### config.mk
export PLATFORM = sky130hd
export DESIGN_NAME = token_packet_framer
export DESIGN_NICKNAME = d
export VERILOG_FILES = /design/src/hw/rtl/tpf_pkg.sv /design/src/hw/rtl/tpf_ctrl.sv /design/src/hw/rtl/tpf_dp.sv /design/src/hw/rtl/token_packet_framer.sv
export SDC_FILE = /design/constraint.sdc
export NUM_CORES = 1
export LEC_CHECK = 0
export BUFFER_PORTS_ARGS = -buffer_cell sky130_fd_sc_hd__buf_2
export CAP_MARGIN = 0
export CORE_UTILIZATION = 40
export DETAILED_ROUTE_END_ITERATION = 16
export PLACE_DENSITY_LB_ADDON = 0.3
export SKIP_CTS_REPAIR_TIMING = 1
export SYNTH_ARGS = -nofsm -noshare
export SYNTH_HDL_FRONTEND = slang
export SYNTH_SLANG_ARGS = --single-unit
export TNS_END_PERCENT = 50
### constraint.sdc
create_clock -name i_clk -period 2.35 [get_ports i_clk]
set_clock_uncertainty 0.05 [all_clocks]
set_input_delay 0.47 -clock i_clk [delete_from_list [all_inputs] [get_ports i_clk]]
set_output_delay 0.47 -clock i_clk [all_outputs]
set_load 0.1 [all_outputs]
### src/hw/rtl/tpf_pkg.sv
// ----------------------------------------------------------------------------
// Token packet framer package
// Shared constants, the frame byte selector and the controller/datapath
// command and status bundles, plus the CRC-8 byte update.
// ----------------------------------------------------------------------------
package tpf_pkg;

    localparam int BYTE_W          = 8;
    localparam int LIMIT_W         = 5;
    localparam int DEF_MAX_PAYLOAD = 25;

    localparam logic [LIMIT_W-1:0] LIMIT_RESET = 5'd25;

    localparam logic [BYTE_W-1:0] SYNC_A   = 8'hC3;
    localparam logic [BYTE_W-1:0] SYNC_B   = 8'h3C;
    localparam logic [BYTE_W-1:0] CRC_POLY = 8'h07;
    localparam logic [BYTE_W-1:0] CRC_MSB  = 8'h80;
    localparam logic [BYTE_W-1:0] CRC_INIT = 8'h00;

    // Bit positions inside the flags byte.
    localparam int FLG_START_BIT = 0;
    localparam int FLG_END_BIT   = 1;

    // Which frame byte the datapath drives into the output register.
    typedef enum logic [2:0] {
        BSEL_SYNC_A,
        BSEL_SYNC_B,
        BSEL_MSG_ID,
        BSEL_SEQ,
        BSEL_FLAGS,
        BSEL_LEN,
        BSEL_PAY,
        BSEL_CRC
    } t_byte_sel;

    // Commands from the controller to the datapath.
    typedef struct packed {
        logic      in_ready;
        logic      emit;
        t_byte_sel sel;
        logic      crc_clr;
        logic      rd_first;
        logic      rd_next;
        logic      finish;
    } t_dp_cmd;

    // Status from the datapath to the controller.
    typedef struct packed {
        logic out_free;
        logic frame_start;
        logic pay_last;
    } t_dp_sts;

    // CRC-8, polynomial 0x07, MSB first, one byte per call.
    function automatic logic [BYTE_W-1:0] crc8_byte(
        input logic [BYTE_W-1:0] crc_in,
        input logic [BYTE_W-1:0] data
    );
        logic [BYTE_W-1:0] c;
        c = crc_in ^ data;
        for (int i = 0; i < BYTE_W; i++) begin
            if ((c & CRC_MSB) != CRC_INIT) begin
                c = (c << 1) ^ CRC_POLY;
            end else begin
                c = c << 1;
            end
        end
        return c;
    endfunction

endpackage

### src/hw/rtl/tpf_ctrl.sv
// ----------------------------------------------------------------------------
// Token packet framer controller
// Walks the frame layout one byte per output slot and issues the byte
// select, CRC and chunk-read commands to the datapath.
// ----------------------------------------------------------------------------
module tpf_ctrl
    import tpf_pkg::*;
(
    input  logic    i_clk,
    input  logic    i_rst_n,
    input  t_dp_sts i_sts,
    output t_dp_cmd o_cmd
);

    typedef enum logic [3:0] {
        S_IDLE,
        S_SYNC_A,
        S_SYNC_B,
        S_MSG_ID,
        S_SEQ,
        S_FLAGS,
        S_LEN,
        S_PAY,
        S_CRC
    } t_state;

    t_state r_state;
    t_state n_state;

    // Next state: idle waits for a completing request; any other state moves
    // on once its byte (payload: its last byte) is in the output register.
    always_comb begin
        n_state = r_state;
        unique case (r_state)
            S_IDLE:   if (i_sts.frame_start) n_state = S_SYNC_A;
            S_SYNC_A: if (i_sts.out_free) n_state = S_SYNC_B;
            S_SYNC_B: if (i_sts.out_free) n_state = S_MSG_ID;
            S_MSG_ID: if (i_sts.out_free) n_state = S_SEQ;
            S_SEQ:    if (i_sts.out_free) n_state = S_FLAGS;
            S_FLAGS:  if (i_sts.out_free) n_state = S_LEN;
            S_LEN:    if (i_sts.out_free) n_state = S_PAY;
            S_PAY:    if (i_sts.out_free && i_sts.pay_last) n_state = S_CRC;
            S_CRC:    if (i_sts.out_free) n_state = S_IDLE;
            default:  n_state = S_IDLE;
        endcase
    end

    // State register.
    always_ff @(posedge i_clk) begin
        if (!i_rst_n) begin
            r_state <= S_IDLE;
        end else begin
            r_state <= n_state;
        end
    end

    // Command decode.
    always_comb begin
        o_cmd          = '0;
        o_cmd.sel      = BSEL_SYNC_A;
        o_cmd.in_ready = (r_state == S_IDLE);
        o_cmd.emit     = (r_state != S_IDLE) && i_sts.out_free;
        unique case (r_state)
            S_IDLE:   o_cmd.sel = BSEL_SYNC_A;
            S_SYNC_A: begin
                o_cmd.sel     = BSEL_SYNC_A;
                o_cmd.crc_clr = 1'b1;
            end
            S_SYNC_B: o_cmd.sel = BSEL_SYNC_B;
            S_MSG_ID: o_cmd.sel = BSEL_MSG_ID;
            S_SEQ:    o_cmd.sel = BSEL_SEQ;
            S_FLAGS:  o_cmd.sel = BSEL_FLAGS;
            S_LEN: begin
                o_cmd.sel      = BSEL_LEN;
                o_cmd.rd_first = i_sts.out_free;
            end
            S_PAY: begin
                o_cmd.sel     = BSEL_PAY;
                o_cmd.rd_next = i_sts.out_free && !i_sts.pay_last;
            end
            S_CRC: begin
                o_cmd.sel    = BSEL_CRC;
                o_cmd.finish = i_sts.out_free;
            end
            default:  o_cmd.sel = BSEL_SYNC_A;
        endcase
    end

endmodule

### src/hw/rtl/tpf_dp.sv
// ----------------------------------------------------------------------------
// Token packet framer datapath
// Chunk memory, fill and frame counters, running CRC, limit register and
// the output register of the frame byte channel.
// ----------------------------------------------------------------------------
module tpf_dp
    import tpf_pkg::*;
#(
    parameter int MAX_PAYLOAD = DEF_MAX_PAYLOAD
) (
    input  logic               i_clk,
    input  logic               i_rst_n,
    input  t_dp_cmd            i_cmd,
    output t_dp_sts            o_sts,
    input  logic               i_in_valid,
    input  logic [BYTE_W-1:0]  i_token,
    input  logic               i_last_token,
    input  logic               i_cfg_valid,
    input  logic [LIMIT_W-1:0] i_cfg_payload_limit,
    output logic               o_out_valid,
    input  logic               i_out_ready,
    output logic [BYTE_W-1:0]  o_frame_byte,
    output logic               o_frame_last
);

    localparam int FW = $clog2(MAX_PAYLOAD + 1);
    localparam int AW = (MAX_PAYLOAD > 1) ? $clog2(MAX_PAYLOAD) : 1;
    localparam int CW = (FW > LIMIT_W) ? FW : LIMIT_W;

    logic [BYTE_W-1:0] r_mem [MAX_PAYLOAD];
    logic [BYTE_W-1:0] r_rd_data;

    logic [LIMIT_W-1:0] r_limit;
    logic [FW-1:0]      r_fill;
    logic [FW-1:0]      r_pay_idx;
    logic [BYTE_W-1:0]  r_msg_id;
    logic [BYTE_W-1:0]  r_seq;
    logic               r_first_pending;
    logic               r_last_flag;
    logic [BYTE_W-1:0]  r_crc;
    logic               r_out_valid;
    logic [BYTE_W-1:0]  r_out_byte;
    logic               r_out_last;

    logic              accept;
    logic [FW-1:0]     fill_inc;
    logic [CW-1:0]     eff_limit;
    logic              frame_due;
    logic [BYTE_W-1:0] flags;
    logic [BYTE_W-1:0] sel_byte;
    logic [BYTE_W-1:0] crc_base;
    logic [FW-1:0]     pay_next;
    logic [AW-1:0]     rd_addr;

    // Effective limit: zero acts as one, anything above the buffer acts as full.
    always_comb begin
        eff_limit = CW'(r_limit);
        if (r_limit == '0) begin
            eff_limit = CW'(1);
        end else if (CW'(r_limit) > CW'(MAX_PAYLOAD)) begin
            eff_limit = CW'(MAX_PAYLOAD);
        end
    end

    // A token completes a chunk if it is the last token or fills it to the limit.
    assign accept    = i_in_valid && i_cmd.in_ready;
    assign fill_inc  = r_fill + FW'(1);
    assign frame_due = i_last_token || (CW'(fill_inc) >= eff_limit);

    assign pay_next = r_pay_idx + FW'(1);
    assign rd_addr  = i_cmd.rd_first ? '0 : pay_next[AW-1:0];

    // Status back to the controller.
    assign o_sts.out_free    = !r_out_valid || i_out_ready;
    assign o_sts.frame_start = accept && frame_due;
    assign o_sts.pay_last    = (r_pay_idx == FW'(r_fill - FW'(1)));

    // Flags byte.
    always_comb begin
        flags                = '0;
        flags[FLG_START_BIT] = r_first_pending;
        flags[FLG_END_BIT]   = r_last_flag;
    end

    // Frame byte selection.
    always_comb begin
        unique case (i_cmd.sel)
            BSEL_SYNC_A: sel_byte = SYNC_A;
            BSEL_SYNC_B: sel_byte = SYNC_B;
            BSEL_MSG_ID: sel_byte = r_msg_id;
            BSEL_SEQ:    sel_byte = r_seq;
            BSEL_FLAGS:  sel_byte = flags;
            BSEL_LEN:    sel_byte = BYTE_W'(r_fill);
            BSEL_PAY:    sel_byte = r_rd_data;
            BSEL_CRC:    sel_byte = r_crc;
            default:     sel_byte = r_crc;
        endcase
    end

    assign crc_base = i_cmd.crc_clr ? CRC_INIT : r_crc;

    // Chunk memory: write on every accepted token, registered read.
    always_ff @(posedge i_clk) begin
        if (accept) begin
            r_mem[r_fill[AW-1:0]] <= i_token;
        end
        if (i_cmd.rd_first || i_cmd.rd_next) begin
            r_rd_data <= r_mem[rd_addr];
        end
    end

    // Payload registers: CRC, payload index, output byte, last flags.
    always_ff @(posedge i_clk) begin
        if (i_cmd.emit) begin
            r_out_byte <= sel_byte;
            r_out_last <= (i_cmd.sel == BSEL_CRC);
            if (i_cmd.sel != BSEL_CRC) begin
                r_crc <= crc8_byte(crc_base, sel_byte);
            end
        end
        if (i_cmd.rd_first) begin
            r_pay_idx <= '0;
        end else if (i_cmd.rd_next) begin
            r_pay_idx <= pay_next;
        end
        if (o_sts.frame_start) begin
            r_last_flag <= i_last_token;
        end
    end

    // Control registers: limit, counters and output valid.
    always_ff @(posedge i_clk) begin
        if (!i_rst_n) begin
            r_limit         <= LIMIT_RESET;
            r_fill          <= '0;
            r_msg_id        <= '0;
            r_seq           <= '0;
            r_first_pending <= 1'b1;
            r_out_valid     <= 1'b0;
        end else begin
            if (i_cfg_valid) begin
                r_limit <= i_cfg_payload_limit;
            end
            if (accept) begin
                r_fill <= fill_inc;
            end
            if (o_sts.frame_start && r_first_pending) begin
                r_msg_id <= r_msg_id + BYTE_W'(1);
            end
            if (i_cmd.finish) begin
                r_fill          <= '0;
                r_seq           <= r_seq + BYTE_W'(1);
                r_first_pending <= r_last_flag;
            end
            if (i_cmd.emit) begin
                r_out_valid <= 1'b1;
            end else if (i_out_ready) begin
                r_out_valid <= 1'b0;
            end
        end
    end

    assign o_out_valid  = r_out_valid;
    assign o_frame_byte = r_out_byte;
    assign o_frame_last = r_out_last;

endmodule

### src/hw/rtl/token_packet_framer.sv
// ----------------------------------------------------------------------------
// Token packet framer
// Buffers message tokens into chunks and sends each chunk as a framed packet:
// C3 3C, message id, sequence, flags, length, payload, CRC-8 (poly 0x07).
//
// Input channel (i_in_valid / o_in_ready): one token per request, with
// i_last_token marking the end of a message. A token that does not close a
// chunk leaves the input ready. A token that closes a chunk (chunk at the
// limit or last token) starts a frame; the input stays blocked until the
// frame's CRC byte has entered the output register.
// Output channel (o_out_valid / i_out_ready): one frame byte per request,
// o_frame_last on the CRC byte. A frame of n payload bytes is n + 7 bytes,
// sent one byte per cycle through the single output register while the
// receiver keeps ready. The first byte enters the output register from the
// first sync state, which follows the acceptance of the closing token.
// Configuration (i_cfg_valid / o_cfg_ready): payload limit, always ready.
// When the receiver stalls, frame building pauses with the byte held.
// Reset (synchronous, active low) empties the chunk, clears the message id
// and sequence, sets the limit to 25 and empties the output register.
// ----------------------------------------------------------------------------
module token_packet_framer
    import tpf_pkg::*;
#(
    parameter int MAX_PAYLOAD = DEF_MAX_PAYLOAD
) (
    input  logic               i_clk,
    input  logic               i_rst_n,
    input  logic               i_in_valid,
    output logic               o_in_ready,
    input  logic [BYTE_W-1:0]  i_token,
    input  logic               i_last_token,
    input  logic               i_cfg_valid,
    output logic               o_cfg_ready,
    input  logic [LIMIT_W-1:0] i_cfg_payload_limit,
    output logic               o_out_valid,
    input  logic               i_out_ready,
    output logic [BYTE_W-1:0]  o_frame_byte,
    output logic               o_frame_last
);

    t_dp_cmd cmd;
    t_dp_sts sts;

    // Frame sequencer.
    tpf_ctrl u_ctrl (
        .i_clk   (i_clk),
        .i_rst_n (i_rst_n),
        .i_sts   (sts),
        .o_cmd   (cmd)
    );

    // Chunk storage, counters, CRC and output register.
    tpf_dp #(
        .MAX_PAYLOAD (MAX_PAYLOAD)
    ) u_dp (
        .i_clk               (i_clk),
        .i_rst_n             (i_rst_n),
        .i_cmd               (cmd),
        .o_sts               (sts),
        .i_in_valid          (i_in_valid),
        .i_token             (i_token),
        .i_last_token        (i_last_token),
        .i_cfg_valid         (i_cfg_valid),
        .i_cfg_payload_limit (i_cfg_payload_limit),
        .o_out_valid         (o_out_valid),
        .i_out_ready         (i_out_ready),
        .o_frame_byte        (o_frame_byte),
        .o_frame_last        (o_frame_last)
    );

    assign o_in_ready  = cmd.in_ready;
    assign o_cfg_ready = 1'b1;

endmodule

==> metrics.sh <==
DETAIL_ROUTE.FIRST_PASS.ITERATIONS=5
TIMING.REG2REG.SETUP_SLACK_NS=-0.03
CLK_PIN_SLEW_NS=0.06
YS_TOP_CELLS_BY_AREA='edfxtp_1 (57%), dfxtp_1 (6.3%), nand2_1 (3.5%), nor2_1 (2.8%), o221ai_1 (1.8%)'
SYNTH_CELL_TYPE_COUNT=79
POWER.IR.VDD_WORST_uV=620.3
CELLPOWERDENSITY_mW_PER_MM2=1085
OUTCOME='finished with violations'
SEQUENTIALPOWERSHARE_PCT=35.2
CTS.ROOT.BUFFER_CELL='clkbuf_16'
DETAIL-ROUTE-ANTENNA-NETS=0
WORST-SLEW-PIN-TRANSITION_NS=0.7429
MAXCAPVIOLATIONS=0
WIRE_LENGTH_OF_THE_FIRST_GLOBAL_ROUTING_PASS_MM=46.36
ROWS=62
SYNTH_FP_NETS=964
POST-ROUTE-DRC-COUNT=0
ROUTE.TOP_LAYER_USED='met4'
FINAL_HOLD_VIOLATIONS=0
SYNTH.YOSYS.SEQ_AREA_SHARE_PCT=63.57
FIN_TOTAL_PWR_mW=16.65
DETAILEDPLACE.WORSTSLACK_NS=-0.2619
SYNTH_EDF_COUNT=226
CRIT_SLOWEST_CELL='dfxtp_4'
AREA_DELTA_SYNTH_FINAL_PCT=29.64
TYPE_OF_THE_SETUP_PATH_WITH_THE_LEAST_SLACK='flip-flop to flip-flop'
VIAS_PER_CELL=5.613
SYN_INST=932
CP-END-KIND='flip-flop'
WORST_EP_ARRIVAL_TIME_NS=2.62
GRT_START_MAX_NET_PINS=34
SYNTH_LARGEST_TYPE_AREA_FRACTION_PCT=57.32
FINALWORSTSETUPSLACK_NS=-0.02892
CRITPATHMAXFANOUT=8
IO_BUFFERS=29
AREA.SEQUENTIAL_MM2=0.007546
POWER_FRAC_COMB_PCT=35.7
DOMINANTREGCELLSYNTH='edfxtp_1'
IO_PINS=31
GRT_OVERALL_USAGE_PCT=20.05
GRT_ANTENNA_BEFORE_REPAIR=1
FINAL.PERIOD_UTILIZATION_PCT=101.2
FIN_NETS=1129
FAILED_CHECKS='negative setup slack'
WORST_HOLD_STARTPOINT='i_cfg_payload_limit[4]'
CRIT_BUF_INV=5
CLOCK_INSERTION_DELAY_WORST_SKEW_NS=0.56
DIEHEIGHT_UM=174.0
PLACE_AREA_MM2=0.01341
YS_FF_LATCH=263
HOLD_CLASS='primary input to flip-flop'
SLEW_HEADROOM_PCT=50.42
POST-PLACE-CELLS=1423
CRITICAL_PATH_REQUIRED_NS=2.59
PLACE.GP.CONGESTION=0.8935
DIEAREA_MM2=0.03029
WL_MET3_MM=2.442
FILLCELLCOUNT=2375
HOLD_WS_NS=0.08010
MULTI_INPUT_COMB_AREA_MM2=0.004532
FLOORPLAN.INITIALDENSITY_PCT=40.92
CAPTURE_ENDPOINT_OF_THE_WORST_HOLD_PATH='u_dp.r_limit[4]'
SYNTH_ASYNC_SR_FLOP_SHARE_PCT=0
WL_MET2_MM=15.04
MAX_CLOCK_FREQ_MHz=420.4
COREAREA_MM2=0.02894
RSZ0062_AT_GRT='yes'
POST-DP-HPWL_MM=20.29
WORST_R2R_PATH_CELLS=12
GRT_OVERFLOW=0
SYNTH-WARNING-COUNT=0
LEAKAGE_POWER_nW=5.409
FIRST_GLOBAL_VIAS=7951
CRITPATHTOPFAMILY='buffers and inverters'
ROUTE.VIAS.TOTAL=8448
TOTALNEGATIVESETUPSLACK_NS=-0.04457
REPORT.FINAL.SETUP_VIOL=3
FIRST_DRT_ITERATION_DRCS=651
POWER_FRAC_CLOCK_PCT=29.1
UTILIZATION_PCT=53.05
TIMING_MAX_TRANSITION_VIOLATIONS_FINAL=0
TRITONCTS.NUM_BUFFERS=29
REGTOREGENDPOINT='u_dp.r_rd_data[3]'
CRITPATHMAXSTAGEDELAY_NS=0.35
DIE_WIDTH_UM=174.0
SWSHARE_PCT=32.28
TRITONCTS='yes'
POWER.NET_SWITCHING_mW=5.375
TIMING.RR.START='u_dp.r_pay_idx[0]'
FINAL_CELL_COUNT_NO_FILL=1505
FINISH.INSTANCE_AREA_MM2=0.01535
AREA_LEADER_NETLIST='edfxtp_1'
WIRELENGTH_MM=32.03
POSTSYNTHAREAPERCELL_UM2=12.70
FINALWORSTPATHREQUIREDPERIOD_NS=2.379
M1WIRELENGTH_MM=13.65
MAX-CLOCK-PATH-BUFFERS=3
DRIVE_ABOVE_1_SHARE_PCT=34.46
HTREE_NUM_LEVELS=1
START_KIND='flip-flop'
HOLD-PATH-CELL-COUNT=3
P_INT_mW=11.28
SYN_STD_CELL_AREA_MM2=0.01184
WL_PER_CELL_UM=21.28
CRIT_CHAIN='ha_4 -> xor2_2 -> buf_4 -> buf_12 -> o31ai_4 -> buf_12 -> clkbuf_16 -> buf_4 -> nand2_2 -> nand3_2 -> a21oi_2 -> o221ai_2'
CTS_NUM_SINKS=263
-- per-layer routing --
| metal | vias to the layer above | track usage, % |
|---|---|---|
| met1 | 4203 | 28.16 |
| met5 | - | 0 |
| li1 | 3841 | - |
| met3 | 60 | 3.587 |
| met4 | 0 | 5.263 |
| met2 | 344 | 32.03 |
-- final cells by class --
type,instances,share of cell area [%]
Clock inverter,18,1.647
Clock buffer,36,5.029
Sequential cell,263,49.16
Multi-Input combinational cell,593,29.52
Timing Repair Buffer,193,11.08
Tap cell,384,3.130
Inverter,17,0.4157
Antenna cell,1,0.01630
-- worst reg2reg max path: stages (launching register included) --
cell       delay [ns]
dfxtp_4          0.35
ha_4             0.17
xor2_2           0.16
buf_4            0.16
buf_12           0.14
o31ai_4          0.08
buf_12           0.15
clkbuf_16        0.18
buf_4            0.17
nand2_2          0.09
nand3_2          0.10
a21oi_2          0.19
o221ai_2         0.12
-- worst max path at each step --
stage	from	cells past startpoint	endpoint
after floorplan	u_ctrl.r_state[0]	8	u_dp.r_msg_id[5]
after global placement	i_out_ready	8	u_dp.r_rd_data[7]
after detailed placement	i_out_ready	8	u_dp.r_rd_data[7]
after CTS	u_dp.r_limit[1]	10	u_ctrl.r_state[1]
after global routing	u_dp.r_limit[2]	10	u_dp.r_msg_id[5]
final	u_dp.r_pay_idx[0]	12	u_dp.r_rd_data[3]
-- synthesized netlist by cell type, types with 3 or more instances --
| master | count |
|---|---|
| or2_2 | 8 |
| nor2_1 | 87 |
| mux2_2 | 16 |
| o31ai_1 | 5 |
| mux4_2 | 8 |
| buf_6 | 4 |
| or4_1 | 6 |
| nand3b_1 | 4 |
| a32oi_1 | 4 |
| nand2_1 | 110 |
| o311ai_1 | 4 |
| o22ai_1 | 7 |
| o21ai_0 | 13 |
| a31oi_1 | 18 |
| xnor2_1 | 23 |
| o21a_1 | 4 |
| buf_2 | 25 |
| nand3_1 | 23 |
| a21oi_1 | 39 |
| nand4_1 | 5 |
| and2_1 | 6 |
| or3_1 | 8 |
| o221ai_1 | 24 |
| xor2_1 | 24 |
| buf_4 | 7 |
| o211ai_1 | 3 |
| clkbuf_1 | 24 |
| nand2b_1 | 14 |
| edfxtp_1 | 226 |
| nor3_1 | 25 |
| ha_1 | 13 |
| o21ai_1 | 7 |
| dfxtp_1 | 37 |
| a311o_1 | 14 |
| o311ai_0 | 6 |
| mux2i_1 | 10 |
| inv_1 | 16 |
| or3b_1 | 3 |
-- kinds of logic after synthesis --
logic type / after synthesis / share of synthesized area (%)
flip-flops: 263 / 63.57
adder cells (fa/ha/maj): 13 / 1.374
multiplexers: 35 / 3.984
AND/OR/NAND/NOR: 319 / 13.03
AO/OA/AOI/OAI: 173 / 10.68
XOR/XNOR: 51 / 4.142
buffers and inverters: 77 / 3.181
other: 1 / 0.03167
-- state kept, by name (all words and copies together), names as in the netlist --
| register | count |
|---|---|
| u_dp.r_last_flag | 1 |
| u_dp.o_frame_last | 1 |
| u_dp.r_msg_id | 8 |
| u_dp.o_out_valid | 1 |
| u_ctrl.r_state | 4 |
| u_dp.r_seq | 8 |
| u_dp.o_frame_byte | 8 |
| u_dp.r_first_pending | 1 |
| u_dp.r_crc | 8 |
| u_dp.r_mem | 200 |
| u_dp.r_pay_idx | 5 |
| u_dp.r_rd_data | 8 |
| u_dp.r_limit | 5 |
| u_dp.r_fill | 5 |
-- layout by cell type, fill, tap and decap left out, types with 8 or more instances in the layout --
master / Yosys / final
a21oi_1: 39 / 29
a21oi_2: 1 / 9
a311o_1: 14 / 14
a31oi_1: 18 / 12
buf_12: 0 / 16
buf_2: 25 / 28
buf_4: 7 / 135
buf_6: 4 / 9
clkbuf_16: 0 / 34
dfxtp_1: 37 / 28
edfxtp_1: 226 / 226
ha_1: 13 / 9
inv_1: 16 / 16
mux2_2: 16 / 13
mux2i_1: 10 / 10
mux4_2: 8 / 8
nand2_1: 110 / 98
nand2_2: 1 / 12
nand2b_1: 14 / 13
nand3_1: 23 / 21
nor2_1: 87 / 76
nor3_1: 25 / 15
nor3_2: 1 / 11
o21ai_0: 13 / 10
o221ai_1: 24 / 16
o221ai_2: 1 / 9
or2_2: 8 / 8
or3_1: 8 / 8
xnor2_1: 23 / 22
xor2_1: 24 / 22
-- power by group through the flow --
stage / Sequential, mW / Clock (mW) / Combinational [mW]
3_5_place_dp: 5.92 / 0 / 5.24
4_1_cts: 5.83 / 4.94 / 5.27
2_1_floorplan: 6.41 / 0 / 2.98
6_report: 5.85 / 4.85 / 5.94
3_3_place_gp: 5.92 / 0 / 5.17
5_1_grt: 5.88 / 5.10 / 6.35
Note: power is estimated with default switching activity, not from simulation.
